--- src/hdl/rwl_pkg.sv ---
`timescale 1ns / 1ps
// ============================================================================
// rwl_pkg: shared types and constants of the reader-writer lock manager
// Request and response payloads, the job record between the front and back
// parts, the queue write record and the state type of the back part.
// ============================================================================
package rwl_pkg;

	localparam int ID_W       = 8;
	localparam int RC_W       = 16;
	localparam int PEAK_W     = 5;
	localparam int JQ_DEPTH   = 2;
	localparam int JQ_AW      = $clog2(JQ_DEPTH);
	localparam int JQ_CW      = $clog2(JQ_DEPTH + 1);

	localparam logic [RC_W-1:0] READER_MAX = {RC_W{1'b1}};

	typedef enum logic [1:0] {
		CMD_EXCL   = 2'd0,
		CMD_SHARED = 2'd1,
		CMD_UNLOCK = 2'd2
	} cmd_t;

	typedef enum logic [2:0] {
		KIND_GRANTED  = 3'd0,
		KIND_QUEUED   = 3'd1,
		KIND_RELEASED = 3'd2,
		KIND_WOKEN    = 3'd3,
		KIND_BAD      = 3'd4,
		KIND_FULL     = 3'd5
	} kind_t;

	typedef struct packed {
		cmd_t            cmd;
		logic [ID_W-1:0] requester;
	} req_t;

	typedef struct packed {
		kind_t             kind;
		logic [ID_W-1:0]   who;
		logic              from_shared_queue;
		logic              last;
		logic [PEAK_W-1:0] peak_shared_waiting;
		logic [PEAK_W-1:0] peak_exclusive_waiting;
	} rsp_t;

	// One classified request: its head result plus the wake work behind it.
	typedef struct packed {
		kind_t             kind;
		logic [ID_W-1:0]   who;
		logic              shared_first;
		logic [PEAK_W-1:0] n_shared;
		logic [PEAK_W-1:0] n_excl;
		logic [PEAK_W-1:0] peak_shared;
		logic [PEAK_W-1:0] peak_excl;
	} job_t;

	// Write into one of the wait queues.
	typedef struct packed {
		logic            valid;
		logic            to_shared;
		logic [ID_W-1:0] id;
	} qpush_t;

	typedef enum logic {
		BK_IDLE  = 1'b0,
		BK_DRAIN = 1'b1
	} back_state_t;

endpackage

--- src/hdl/reader_writer_lock_manager_top.sv ---
`timescale 1ns / 1ps
// ============================================================================
// reader_writer_lock_manager_top: reader-writer lock manager
// Exclusive and shared lock requests with two FIFO wait queues.
// ============================================================================
// Usage:
// Requests arrive on req (cmd, requester) under req_valid / req_stall and
// responses leave on rsp under rsp_valid / rsp_stall. A transfer happens on
// a rising edge where valid is high and stall is low.
// Every request except the unused command code yields at least one response;
// the final response of a request carries last = 1.
// With the block idle, the first response of a request passes through the job
// queue and the response register before it is valid on rsp. Lock requests
// and unlocks with empty queues sustain one request per cycle while rsp_stall
// is low. An unlock that finds waiters produces one response per cycle while
// rsp_stall is low, the release followed by one woken response per waiter from
// the drain sequencer; req_stall stays high until the last waiter is out.
// A two-entry job queue lets the front keep taking requests while the back
// part waits on a stalled output register; when it fills, req_stall rises.
// When the receiver stalls, the response register holds its value and the
// back part pauses; nothing is lost.
// Reset clears the owner, reader count, fill counts, peaks, pointers, flags
// and back state at once; drain registers and queue storage need no clearing.
// ============================================================================
module reader_writer_lock_manager_top import rwl_pkg::*; #(
	parameter int QUEUE_DEPTH = 16
) (
	input  logic clk,
	input  logic arst_n,
	input  logic req_valid,
	output logic req_stall,
	input  req_t req,
	output logic rsp_valid,
	input  logic rsp_stall,
	output rsp_t rsp
);

	// Front to job queue.
	logic   job_push, job_full;
	job_t   job_in;

	// Job queue to back.
	logic   job_valid, job_pop;
	job_t   job_out;

	// Queue writes from the front land in the back part's storage, and the
	// back part tells the front when a drain has emptied the queues.
	qpush_t qpush;
	logic   drain_done;

	rwl_front #(
		.QUEUE_DEPTH(QUEUE_DEPTH)
	) u_front (
		.clk        (clk),
		.arst_n     (arst_n),
		.req_valid  (req_valid),
		.req_stall  (req_stall),
		.req        (req),
		.job_push   (job_push),
		.job        (job_in),
		.job_full   (job_full),
		.drain_done (drain_done),
		.qpush      (qpush)
	);

	rwl_jobq u_jobq (
		.clk       (clk),
		.arst_n    (arst_n),
		.push      (job_push),
		.push_job  (job_in),
		.full      (job_full),
		.pop_valid (job_valid),
		.pop_job   (job_out),
		.pop       (job_pop)
	);

	rwl_back #(
		.QUEUE_DEPTH(QUEUE_DEPTH)
	) u_back (
		.clk        (clk),
		.arst_n     (arst_n),
		.job_valid  (job_valid),
		.job        (job_out),
		.job_pop    (job_pop),
		.qpush      (qpush),
		.drain_done (drain_done),
		.rsp_valid  (rsp_valid),
		.rsp_stall  (rsp_stall),
		.rsp        (rsp)
	);

endmodule

--- src/hdl/rwl_front.sv ---
`timescale 1ns / 1ps
// ============================================================================
// rwl_front: request classification and lock state
// Accepts requests, decides grant, queue, release or error, keeps owner,
// reader count, queue fill counts and peaks; posts one job per known command.
// ============================================================================
module rwl_front import rwl_pkg::*; #(
	parameter int QUEUE_DEPTH = 16
) (
	input  logic   clk,
	input  logic   arst_n,
	input  logic   req_valid,
	output logic   req_stall,
	input  req_t   req,
	output logic   job_push,
	output job_t   job,
	input  logic   job_full,
	input  logic   drain_done,
	output qpush_t qpush
);

	localparam int FW = $clog2(QUEUE_DEPTH + 1);
	localparam logic [FW-1:0] FILL_MAX = FW'(QUEUE_DEPTH);

	logic            owner_held_q, owner_held_d;
	logic [ID_W-1:0] owner_id_q, owner_id_d;
	logic [RC_W-1:0] rc_q, rc_d;
	logic [FW-1:0]   sh_fill_q, sh_fill_d, ex_fill_q, ex_fill_d;
	logic [FW-1:0]   pk_sh_q, pk_sh_d, pk_ex_q, pk_ex_d;
	logic            drain_pend_q, drain_pend_d;
	logic            accept;

	// While the back part drains the queues, no new request may touch them.
	assign req_stall = drain_pend_q || job_full;
	assign accept    = req_valid && !req_stall;

	always_comb begin
		owner_held_d = owner_held_q;
		owner_id_d   = owner_id_q;
		rc_d         = rc_q;
		sh_fill_d    = sh_fill_q;
		ex_fill_d    = ex_fill_q;
		pk_sh_d      = pk_sh_q;
		pk_ex_d      = pk_ex_q;
		drain_pend_d = drain_pend_q && !drain_done;
		job_push     = 1'b0;
		qpush        = '0;
		job          = '0;
		job.who      = req.requester;
		job.kind     = KIND_FULL;
		if (accept) begin
			job_push = 1'b1;
			unique case (req.cmd)
				CMD_EXCL: begin
					if (!owner_held_q && rc_q == '0) begin
						owner_held_d = 1'b1;
						owner_id_d   = req.requester;
						job.kind     = KIND_GRANTED;
					end else if (ex_fill_q < FILL_MAX) begin
						qpush.valid     = 1'b1;
						qpush.to_shared = 1'b0;
						qpush.id        = req.requester;
						ex_fill_d       = ex_fill_q + 1'b1;
						if (ex_fill_d > pk_ex_q) begin
							pk_ex_d = ex_fill_d;
						end
						job.kind = KIND_QUEUED;
					end
				end
				CMD_SHARED: begin
					if (!owner_held_q) begin
						if (rc_q != READER_MAX) begin
							rc_d     = rc_q + 1'b1;
							job.kind = KIND_GRANTED;
						end
					end else if (sh_fill_q < FILL_MAX) begin
						qpush.valid     = 1'b1;
						qpush.to_shared = 1'b1;
						qpush.id        = req.requester;
						sh_fill_d       = sh_fill_q + 1'b1;
						if (sh_fill_d > pk_sh_q) begin
							pk_sh_d = sh_fill_d;
						end
						job.kind = KIND_QUEUED;
					end
				end
				CMD_UNLOCK: begin
					if (rc_q == '0 && (!owner_held_q || owner_id_q != req.requester)) begin
						job.kind = KIND_BAD;
					end else begin
						if (rc_q == '0) begin
							owner_held_d     = 1'b0;
							owner_id_d       = '0;
							job.shared_first = 1'b1;
						end else begin
							rc_d             = rc_q - 1'b1;
							job.shared_first = (rc_d != '0);
						end
						job.kind     = KIND_RELEASED;
						job.n_shared = PEAK_W'(sh_fill_q);
						job.n_excl   = PEAK_W'(ex_fill_q);
						sh_fill_d    = '0;
						ex_fill_d    = '0;
						drain_pend_d = (sh_fill_q != '0) || (ex_fill_q != '0);
					end
				end
				default: begin
					job_push = 1'b0;
				end
			endcase
		end
		job.peak_shared = PEAK_W'(pk_sh_d);
		job.peak_excl   = PEAK_W'(pk_ex_d);
	end

	always_ff @(posedge clk or negedge arst_n) begin
		if (!arst_n) begin
			owner_held_q <= 1'b0;
			owner_id_q   <= '0;
			rc_q         <= '0;
			sh_fill_q    <= '0;
			ex_fill_q    <= '0;
			pk_sh_q      <= '0;
			pk_ex_q      <= '0;
			drain_pend_q <= 1'b0;
		end else begin
			owner_held_q <= owner_held_d;
			owner_id_q   <= owner_id_d;
			rc_q         <= rc_d;
			sh_fill_q    <= sh_fill_d;
			ex_fill_q    <= ex_fill_d;
			pk_sh_q      <= pk_sh_d;
			pk_ex_q      <= pk_ex_d;
			drain_pend_q <= drain_pend_d;
		end
	end

`ifndef SYNTH
	// Readers and an exclusive owner never hold the lock together.
	a_owner_xor_readers: assert property (@(posedge clk) disable iff (!arst_n)
		!(owner_held_q && rc_q != '0))
		else $error("owner and readers hold the lock together");

	// A request is never taken while a drain is outstanding.
	a_no_accept_in_drain: assert property (@(posedge clk) disable iff (!arst_n)
		drain_pend_q |-> !accept)
		else $error("request accepted during drain");

	// Peaks never fall below the live fill counts.
	a_peak_bounds: assert property (@(posedge clk) disable iff (!arst_n)
		(pk_sh_q >= sh_fill_q) && (pk_ex_q >= ex_fill_q))
		else $error("peak below fill");
`endif

endmodule

--- src/hdl/rwl_jobq.sv ---
`timescale 1ns / 1ps
// ============================================================================
// rwl_jobq: short job queue between the front and back parts
// A two-entry register FIFO of classified jobs.
// ============================================================================
module rwl_jobq import rwl_pkg::*; (
	input  logic clk,
	input  logic arst_n,
	input  logic push,
	input  job_t push_job,
	output logic full,
	output logic pop_valid,
	output job_t pop_job,
	input  logic pop
);

	job_t             mem_q [JQ_DEPTH];
	logic [JQ_AW-1:0] wr_q, rd_q;
	logic [JQ_CW-1:0] cnt_q;

	assign full      = (cnt_q == JQ_CW'(JQ_DEPTH));
	assign pop_valid = (cnt_q != '0);
	assign pop_job   = mem_q[rd_q];

	always_ff @(posedge clk) begin
		if (push) begin
			mem_q[wr_q] <= push_job;
		end
	end

	always_ff @(posedge clk or negedge arst_n) begin
		if (!arst_n) begin
			wr_q  <= '0;
			rd_q  <= '0;
			cnt_q <= '0;
		end else begin
			if (push) begin
				wr_q <= (wr_q == JQ_AW'(JQ_DEPTH - 1)) ? '0 : wr_q + 1'b1;
			end
			if (pop) begin
				rd_q <= (rd_q == JQ_AW'(JQ_DEPTH - 1)) ? '0 : rd_q + 1'b1;
			end
			cnt_q <= cnt_q + JQ_CW'(push) - JQ_CW'(pop);
		end
	end

`ifndef SYNTH
	a_cnt_bound: assert property (@(posedge clk) disable iff (!arst_n)
		cnt_q <= JQ_CW'(JQ_DEPTH))
		else $error("job queue overflow");

	a_no_pop_empty: assert property (@(posedge clk) disable iff (!arst_n)
		pop |-> pop_valid)
		else $error("job queue popped while empty");

	a_no_push_full: assert property (@(posedge clk) disable iff (!arst_n)
		push |-> !full)
		else $error("job queue pushed while full");
`endif

endmodule

--- src/hdl/rwl_back.sv ---
`timescale 1ns / 1ps
// ============================================================================
// rwl_back: result generation and wait queue drain
// Holds both wait queues, turns each job into its head result and then wakes
// queued waiters one per cycle, unless stalled, into the response register.
// ============================================================================
module rwl_back import rwl_pkg::*; #(
	parameter int QUEUE_DEPTH = 16
) (
	input  logic   clk,
	input  logic   arst_n,
	input  logic   job_valid,
	input  job_t   job,
	output logic   job_pop,
	input  qpush_t qpush,
	output logic   drain_done,
	output logic   rsp_valid,
	input  logic   rsp_stall,
	output rsp_t   rsp
);

	localparam int PW = $clog2(QUEUE_DEPTH);

	logic [ID_W-1:0]   sq_mem_q [QUEUE_DEPTH];
	logic [ID_W-1:0]   eq_mem_q [QUEUE_DEPTH];
	logic [PW-1:0]     sq_head_q, sq_tail_q, eq_head_q, eq_tail_q;
	back_state_t       state_q, state_d;
	logic [PEAK_W-1:0] rem_s_q, rem_s_d, rem_e_q, rem_e_d;
	logic              shared_first_q, shared_first_d;
	logic [PEAK_W-1:0] pk_s_q, pk_s_d, pk_e_q, pk_e_d;
	logic              rsp_valid_q;
	rsp_t              rsp_q, rsp_d;
	logic              load, load_ok, use_s, sq_pop, eq_pop;
	logic [PEAK_W:0]   rem_total;

	assign load_ok   = !rsp_valid_q || !rsp_stall;
	assign rem_total = {1'b0, rem_s_q} + {1'b0, rem_e_q};
	assign use_s     = shared_first_q ? (rem_s_q != '0) : (rem_e_q == '0);

	always_ff @(posedge clk or negedge arst_n) begin
		if (!arst_n) begin
			state_q <= BK_IDLE;
		end else begin
			state_q <= state_d;
		end
	end

	always_comb begin
		state_d        = state_q;
		rem_s_d        = rem_s_q;
		rem_e_d        = rem_e_q;
		shared_first_d = shared_first_q;
		pk_s_d         = pk_s_q;
		pk_e_d         = pk_e_q;
		rsp_d          = rsp_q;
		load           = 1'b0;
		job_pop        = 1'b0;
		drain_done     = 1'b0;
		sq_pop         = 1'b0;
		eq_pop         = 1'b0;
		unique case (state_q)
			BK_IDLE: begin
				if (job_valid && load_ok) begin
					load                         = 1'b1;
					job_pop                      = 1'b1;
					rsp_d.kind                   = job.kind;
					rsp_d.who                    = job.who;
					rsp_d.from_shared_queue      = 1'b0;
					rsp_d.last                   = (job.n_shared == '0) && (job.n_excl == '0);
					rsp_d.peak_shared_waiting    = job.peak_shared;
					rsp_d.peak_exclusive_waiting = job.peak_excl;
					rem_s_d                      = job.n_shared;
					rem_e_d                      = job.n_excl;
					shared_first_d               = job.shared_first;
					pk_s_d                       = job.peak_shared;
					pk_e_d                       = job.peak_excl;
					if (!rsp_d.last) begin
						state_d = BK_DRAIN;
					end
				end
			end
			BK_DRAIN: begin
				if (load_ok) begin
					load                         = 1'b1;
					rsp_d.kind                   = KIND_WOKEN;
					rsp_d.who                    = use_s ? sq_mem_q[sq_head_q] : eq_mem_q[eq_head_q];
					rsp_d.from_shared_queue      = use_s;
					rsp_d.last                   = (rem_total == (PEAK_W + 1)'(1));
					rsp_d.peak_shared_waiting    = pk_s_q;
					rsp_d.peak_exclusive_waiting = pk_e_q;
					sq_pop                       = use_s;
					eq_pop                       = !use_s;
					if (use_s) begin
						rem_s_d = rem_s_q - 1'b1;
					end else begin
						rem_e_d = rem_e_q - 1'b1;
					end
					if (rsp_d.last) begin
						drain_done = 1'b1;
						state_d    = BK_IDLE;
					end
				end
			end
			default: begin
				state_d = BK_IDLE;
			end
		endcase
	end

	always_ff @(posedge clk) begin
		if (qpush.valid && qpush.to_shared) begin
			sq_mem_q[sq_tail_q] <= qpush.id;
		end
		if (qpush.valid && !qpush.to_shared) begin
			eq_mem_q[eq_tail_q] <= qpush.id;
		end
		if (load) begin
			rsp_q <= rsp_d;
		end
		rem_s_q        <= rem_s_d;
		rem_e_q        <= rem_e_d;
		shared_first_q <= shared_first_d;
		pk_s_q         <= pk_s_d;
		pk_e_q         <= pk_e_d;
	end

	always_ff @(posedge clk or negedge arst_n) begin
		if (!arst_n) begin
			sq_head_q   <= '0;
			sq_tail_q   <= '0;
			eq_head_q   <= '0;
			eq_tail_q   <= '0;
			rsp_valid_q <= 1'b0;
		end else begin
			if (qpush.valid && qpush.to_shared) begin
				sq_tail_q <= (sq_tail_q == PW'(QUEUE_DEPTH - 1)) ? '0 : sq_tail_q + 1'b1;
			end
			if (qpush.valid && !qpush.to_shared) begin
				eq_tail_q <= (eq_tail_q == PW'(QUEUE_DEPTH - 1)) ? '0 : eq_tail_q + 1'b1;
			end
			if (sq_pop) begin
				sq_head_q <= (sq_head_q == PW'(QUEUE_DEPTH - 1)) ? '0 : sq_head_q + 1'b1;
			end
			if (eq_pop) begin
				eq_head_q <= (eq_head_q == PW'(QUEUE_DEPTH - 1)) ? '0 : eq_head_q + 1'b1;
			end
			if (load) begin
				rsp_valid_q <= 1'b1;
			end else if (!rsp_stall) begin
				rsp_valid_q <= 1'b0;
			end
		end
	end

	assign rsp_valid = rsp_valid_q;
	assign rsp       = rsp_q;

`ifndef SYNTH
	// While draining there is always a waiter left to wake.
	a_drain_nonempty: assert property (@(posedge clk) disable iff (!arst_n)
		(state_q == BK_DRAIN) |-> (rem_total != '0))
		else $error("drain state with nothing to wake");

	// The end of a drain always presents a final result.
	a_done_last: assert property (@(posedge clk) disable iff (!arst_n)
		drain_done |=> (rsp_valid_q && rsp_q.last))
		else $error("drain finished without a final result");

	// No queue write happens while a drain is running.
	a_no_push_in_drain: assert property (@(posedge clk) disable iff (!arst_n)
		(state_q == BK_DRAIN) |-> !qpush.valid)
		else $error("queue written during drain");
`endif

endmodule

--- config.mk ---
export PLATFORM = sky130hd
export DESIGN_NAME = reader_writer_lock_manager_top
export DESIGN_NICKNAME = d
export VERILOG_FILES = /design/src/hdl/rwl_pkg.sv /design/src/hdl/reader_writer_lock_manager_top.sv /design/src/hdl/rwl_front.sv /design/src/hdl/rwl_jobq.sv /design/src/hdl/rwl_back.sv
export SDC_FILE = /design/constraint.sdc
export NUM_CORES = 1
export LEC_CHECK = 0
export ABC_AREA = 1
export BUFFER_PORTS_ARGS = -buffer_cell sky130_fd_sc_hd__buf_2
export CAP_MARGIN = 15
export CORE_ASPECT_RATIO = 1.75
export CORE_MARGIN = 8
export CORE_UTILIZATION = 57
export DETAILED_ROUTE_END_ITERATION = 6
export PLACE_DENSITY = 0.8
export SYNTH_ARGS = -nofsm -noshare
export SYNTH_HDL_FRONTEND = slang
export SYNTH_HIERARCHICAL = 1
export SYNTH_SLANG_ARGS = --single-unit
--- constraint.sdc ---
create_clock -name clk -period 3.1 [get_ports clk]
set_clock_uncertainty 0.1 [all_clocks]
set_input_delay 0 -clock clk [delete_from_list [all_inputs] [get_ports clk]]
set_output_delay 0 -clock clk [all_outputs]
set_load 0.02 [all_outputs]
==> results <==
- The worst slack on hold paths is -0.00496 ns.
- The first routing iteration left 1177 violations.
- The synthesized area divided by synthesized cell count is approximately 9.4 um^2.
- The starting density of the core is ~58%.
- The total of max-cap violations is 0.
- The net count of the finished layout is about 2300.
- nand2_1 is the most common cell in the netlist.
- In this run the standard cell core region covers 35900 um^2.
- In this run the power density over the cells is about 830 nW/um^2.
- edfxtp_1 takes more of the synthesized area than any other cell.
- In this run the worst hold path is classified as input port to asynchronous set/reset pin.
- Entering global routing, the biggest net connects between 60 and 70 pins.
- The net switching power is approximately 0.0071 W.
- The shortest period the worst path allows is around 2.9 ns.
- Across all register-to-register paths, the minimum setup slack is ~0.22 ns.
- The worst setup path is of the register to register kind.
- After synthesis, the share of flip-flops with an asynchronous set or reset is 15.7%.
- The power share of the sequential group is between 40% and 50%.
- The routability-driven placement congestion ratio is 1.01.
- The clock net in this run drives a total of 432 sinks.
- The critical path goes through inv_1 -> ha_1 -> nand3_1 -> nor2_1 -> nand3_1 -> nand2_1 -> inv_2 -> nand3_1 -> nand2_1 -> inv_2 -> nor2_2 -> nand2_1 -> nor2_1 -> buf_4.
- The number of port buffers is 38.
- Counting tap cells, the placed design contains a total of 2682 instances.
- Setup repair after global routing left no endpoint under its margin.
- Combinational logic is responsible for between 30% and 40% of the overall power.
- In the finished design, the share of the clock period the worst path needs comes to between 90 and 100%.
- The number of levels in the clock H-tree is 2.
- The clock-pin slew reported for the worst setup and hold paths after clock tree synthesis is ~0.07 ns.
- The static leakage is 10.3 nW.
- The total clock buffers created by CTS is 38.
- The required time at the worst-slack endpoint is approximately 3.2 ns.
- Global routing used 22.8% of the available tracks.
- The flip-flop and latch count after synthesis is ~430.
- In the final routed layout, each cell accounts on average for approximately 18 um.
- The cell area after synthesis is ~21000 um^2.
- For this run, design rule violations remaining after detail routing come to 0.
- The clock network latency to the later pin of the worst-skew pair is between 0.5 and 0.6 ns.
- The share of cells above drive strength 1 is a little over an eighth.
- The root buffer selected by CTS is clkbuf_16.
- The floorplan has 92 rows.
- The total wire length is between 40000 and 50000 um.
- The buffers plus inverters on the worst setup path is 4.
- The clock share of power is between 20% and 30%.
- The number of warnings issued by yosys is 6.
- The number of endpoints failing setup at the final stage is 0.
- The category of cells accounting for the largest share of critical-path delay is simple AND/OR/NAND/NOR gates.
- The number of top-level pins is 39.
- Cell internal power was estimated by the tool at around 0.012 W.
- The number of iterations in the first detailed-routing pass is 6.
- The number of standard cells after synthesis is ~2200.
- Data on the critical path arrives at its endpoint at approximately 3 ns.
- The checks that failed: negative hold slack.
- In this run, synthesis inferred ~360 flip-flops with an integrated enable.
- The sum of overflow across all layers after global routing is 0.
- For this run, the top clock speed supported by timing is 347 MHz.
- In the routed layout, each cell is associated on average with a via count of approximately 5.5.
- The die covers approximately 43000 um^2.
- The number of inserted filler cells in the final layout is around 2700.
- The worst-case IR drop observed on VDD is 0.000687 V.
- For the pin with the worst max-slew slack, the measured transition is ~0.85 ns.
- The startpoint type of the worst setup path is a register.
- The maximum count of clock buffers along a single path is 3.
- The number of antenna violations at the first check in global routing is 0.
- The synthesized netlist contains 44 unique library cells.
- Sequential cells were found to cover approximately three fifths of the synthesized design area.
- The die is 160 um wide.
- The number of antenna diodes in the final layout is 0.
- The number of hold violations in the final report was 4.
- The die outline height is between 200 and 300 um.
- The number of nets still failing antenna checks after routing is 0.
- The standard cell with the maximum stage delay on the critical path is dfrtp_2.
- The share of the synthesized area in the top cell type is ~53%.
- The final max-slew violation count came to 0.
- In the synthesized netlist, the cells that appear most often are nand2_1 (733), edfxtp_1 (364), inv_1 (259).
- Among all flip-flop cells after synthesis, the most frequent one is edfxtp_1.
- The layout overhead on the synthesized area is 11.1%.
- The delay of the slowest critical-path stage is about 0.42 ns.
- The number of non-filler instances in the completed layout is roughly 2800.
- Buffers added to address setup during post-CTS repair amount to 0.
- The worst slew margin relative to its limit is a little over two fifths.
- The number of vias in the routed layout is approximately 15000.
- The summed negative setup slack over all endpoints is 0 ns.
- The synthesized net count is between 2000 and 2500.
- The via count of the first global-routing pass is about 15000.
- In this run switching power makes up a little under two fifths of total power.
- TritonCTS built the clock tree.
- STA classifies the critical path endpoint as a register.
- Sorting the synthesized cells by area gives the leading types as edfxtp_1 (53%), nand2_1 (13%), dfrtp_1 (8.2%).
- The first-pass GRT wire length is about 77000 um.
- The HPWL after detailed placement is between 30000 and 40000 um.
- In this run the worst path has a maximum fanout of 8.
- The flow ran to the end, but the final reports show violations.
[final cells by class]
cell class / instances / area, um^2 / area share, %
clock buffers: 49 / 1060 / 4.63
clock inverters: 20 / 263 / 1.14
inverters: 349 / 1310 / 5.72
multi-input cells: 1328 / 6250 / 27.2
flip-flops and latches: 432 / 12600 / 55.0
well taps: 470 / 588 / 2.56
repair buffers: 118 / 856 / 3.73
[timing repair]
action,CTS,global route
setup endpoints to repair,0,103
resized for setup,0,3
hold endpoints to repair,97,0
hold buffers,15,0
[per-layer routing]
| layer | GRT usage [%] | vias up | wire, um |
|---|---|---|---|
| met4 | 16.6 | 0 | 3720 |
| li1 | - | 7155 | - |
| met1 | 22.5 | 7061 | 16400 |
| met3 | 2.88 | 228 | 2640 |
| met5 | 0 | - | 0 |
| met2 | 43.1 | 633 | 26000 |
[power by group through the flow]
stage / sequential [W] / combinational (W) / clock [W]
6_report: 0.00772 / 0.00631 / 0.00500
4_1_cts: 0.00771 / 0.00623 / 0.00507
3_3_place_gp: 0.00778 / 0.00601 / 0
2_1_floorplan: 0.00759 / 0.00471 / 0
3_5_place_dp: 0.00782 / 0.00616 / 0
5_1_grt: 0.00781 / 0.00701 / 0.00526
[kinds of logic after synthesis]
kind of cell / synth area share, %
xor+xnor: 1.27
flops: 61.1
fa+ha+maj: 2.46
buf+inv: 8.82
simple gates: 22.9
compound gates: 3.43
[flip-flops by register name, summed over array words and instances, names as in the netlist, 4 cells and up]
| signal | cells |
|---|---|
| u_back/eq_mem_q | 128 |
| u_front/owner_id_q | 8 |
| u_back/pk_s_q | 5 |
| u_front/pk_ex_q | 5 |
| u_front/sh_fill_q | 5 |
| u_back/rem_s_q | 5 |
| u_front/rc_q | 16 |
| u_back/sq_tail_q | 4 |
| u_front/ex_fill_q | 5 |
| u_jobq/mem_q | 64 |
| u_back/rsp | 23 |
| u_front/pk_sh_q | 5 |
| u_back/pk_e_q | 5 |
| u_back/sq_mem_q | 128 |
| u_back/sq_head_q | 4 |
| u_back/eq_head_q | 4 |
| u_back/rem_e_q | 5 |
| u_back/eq_tail_q | 4 |
[stage by stage]
| stage | worst slack [ns] | cell area, um^2 | utilization (%) | hold slack, ns | power [W] |
|---|---|---|---|---|---|
| global route | 0.0246 | 23000 | 64.0 | 0.0590 | 0.0201 |
| finish | 0.222 | 23000 | 64.0 | -0.00496 | 0.0190 |
| detailed placement | 0.206 | 21500 | 59.8 | 0.0451 | 0.0140 |
| floorplan | 0.125 | 20700 | - | -0.396 | 0.0123 |
| CTS | 0.183 | 23000 | 63.9 | 0.0146 | 0.0190 |
| global placement | 0.270 | 21500 | 59.8 | 0.0432 | 0.0138 |
[cells in the final DEF, fill, tap and decap left out, types with 4 or more instances in the layout]
cell           netlist  routed
nand2_1            733     732
edfxtp_1           364     364
inv_1              259     259
nand3_1            219     219
nor2_1             143     133
inv_2               79      79
buf_4               20      64
dfrtp_1             68      64
clkbuf_16            0      39
ha_1                39      39
buf_2               33      37
o21ai_0             33      33
o21ai_1             31      31
o21ai_2             27      27
xor2_1              23      23
dlygate4sd3_1        0      15
a21oi_1             16      15
nor2_2               5      15
clkinv_1             8      12
nand4_1             11      11
nor3_1              11      10
clkinv_2             3       8
xnor2_1              7       7
bufinv_16            0       6
clkbuf_1            14       5
clkbuf_8             0       5
dfrtp_2              0       4
nor2_4               4       4
[worst paths after layout]
check                                       from               endpoint  depth (start not counted)
max                              u_front/rc_q[0]  u_back/eq_mem_q[3][4]                         14
min                                       arst_n     u_front/pk_sh_q[3]                          2
max reg2reg                      u_front/rc_q[0]  u_back/eq_mem_q[3][4]                         14
min reg2reg                u_front/owner_id_q[2]  u_front/owner_id_q[2]                          2
max in group asynchronous                 arst_n        u_front/rc_q[0]                          3
min in group clk                          req[7]    u_jobq/mem_q[0][28]                          2
(Power assumes the default switching activity.)
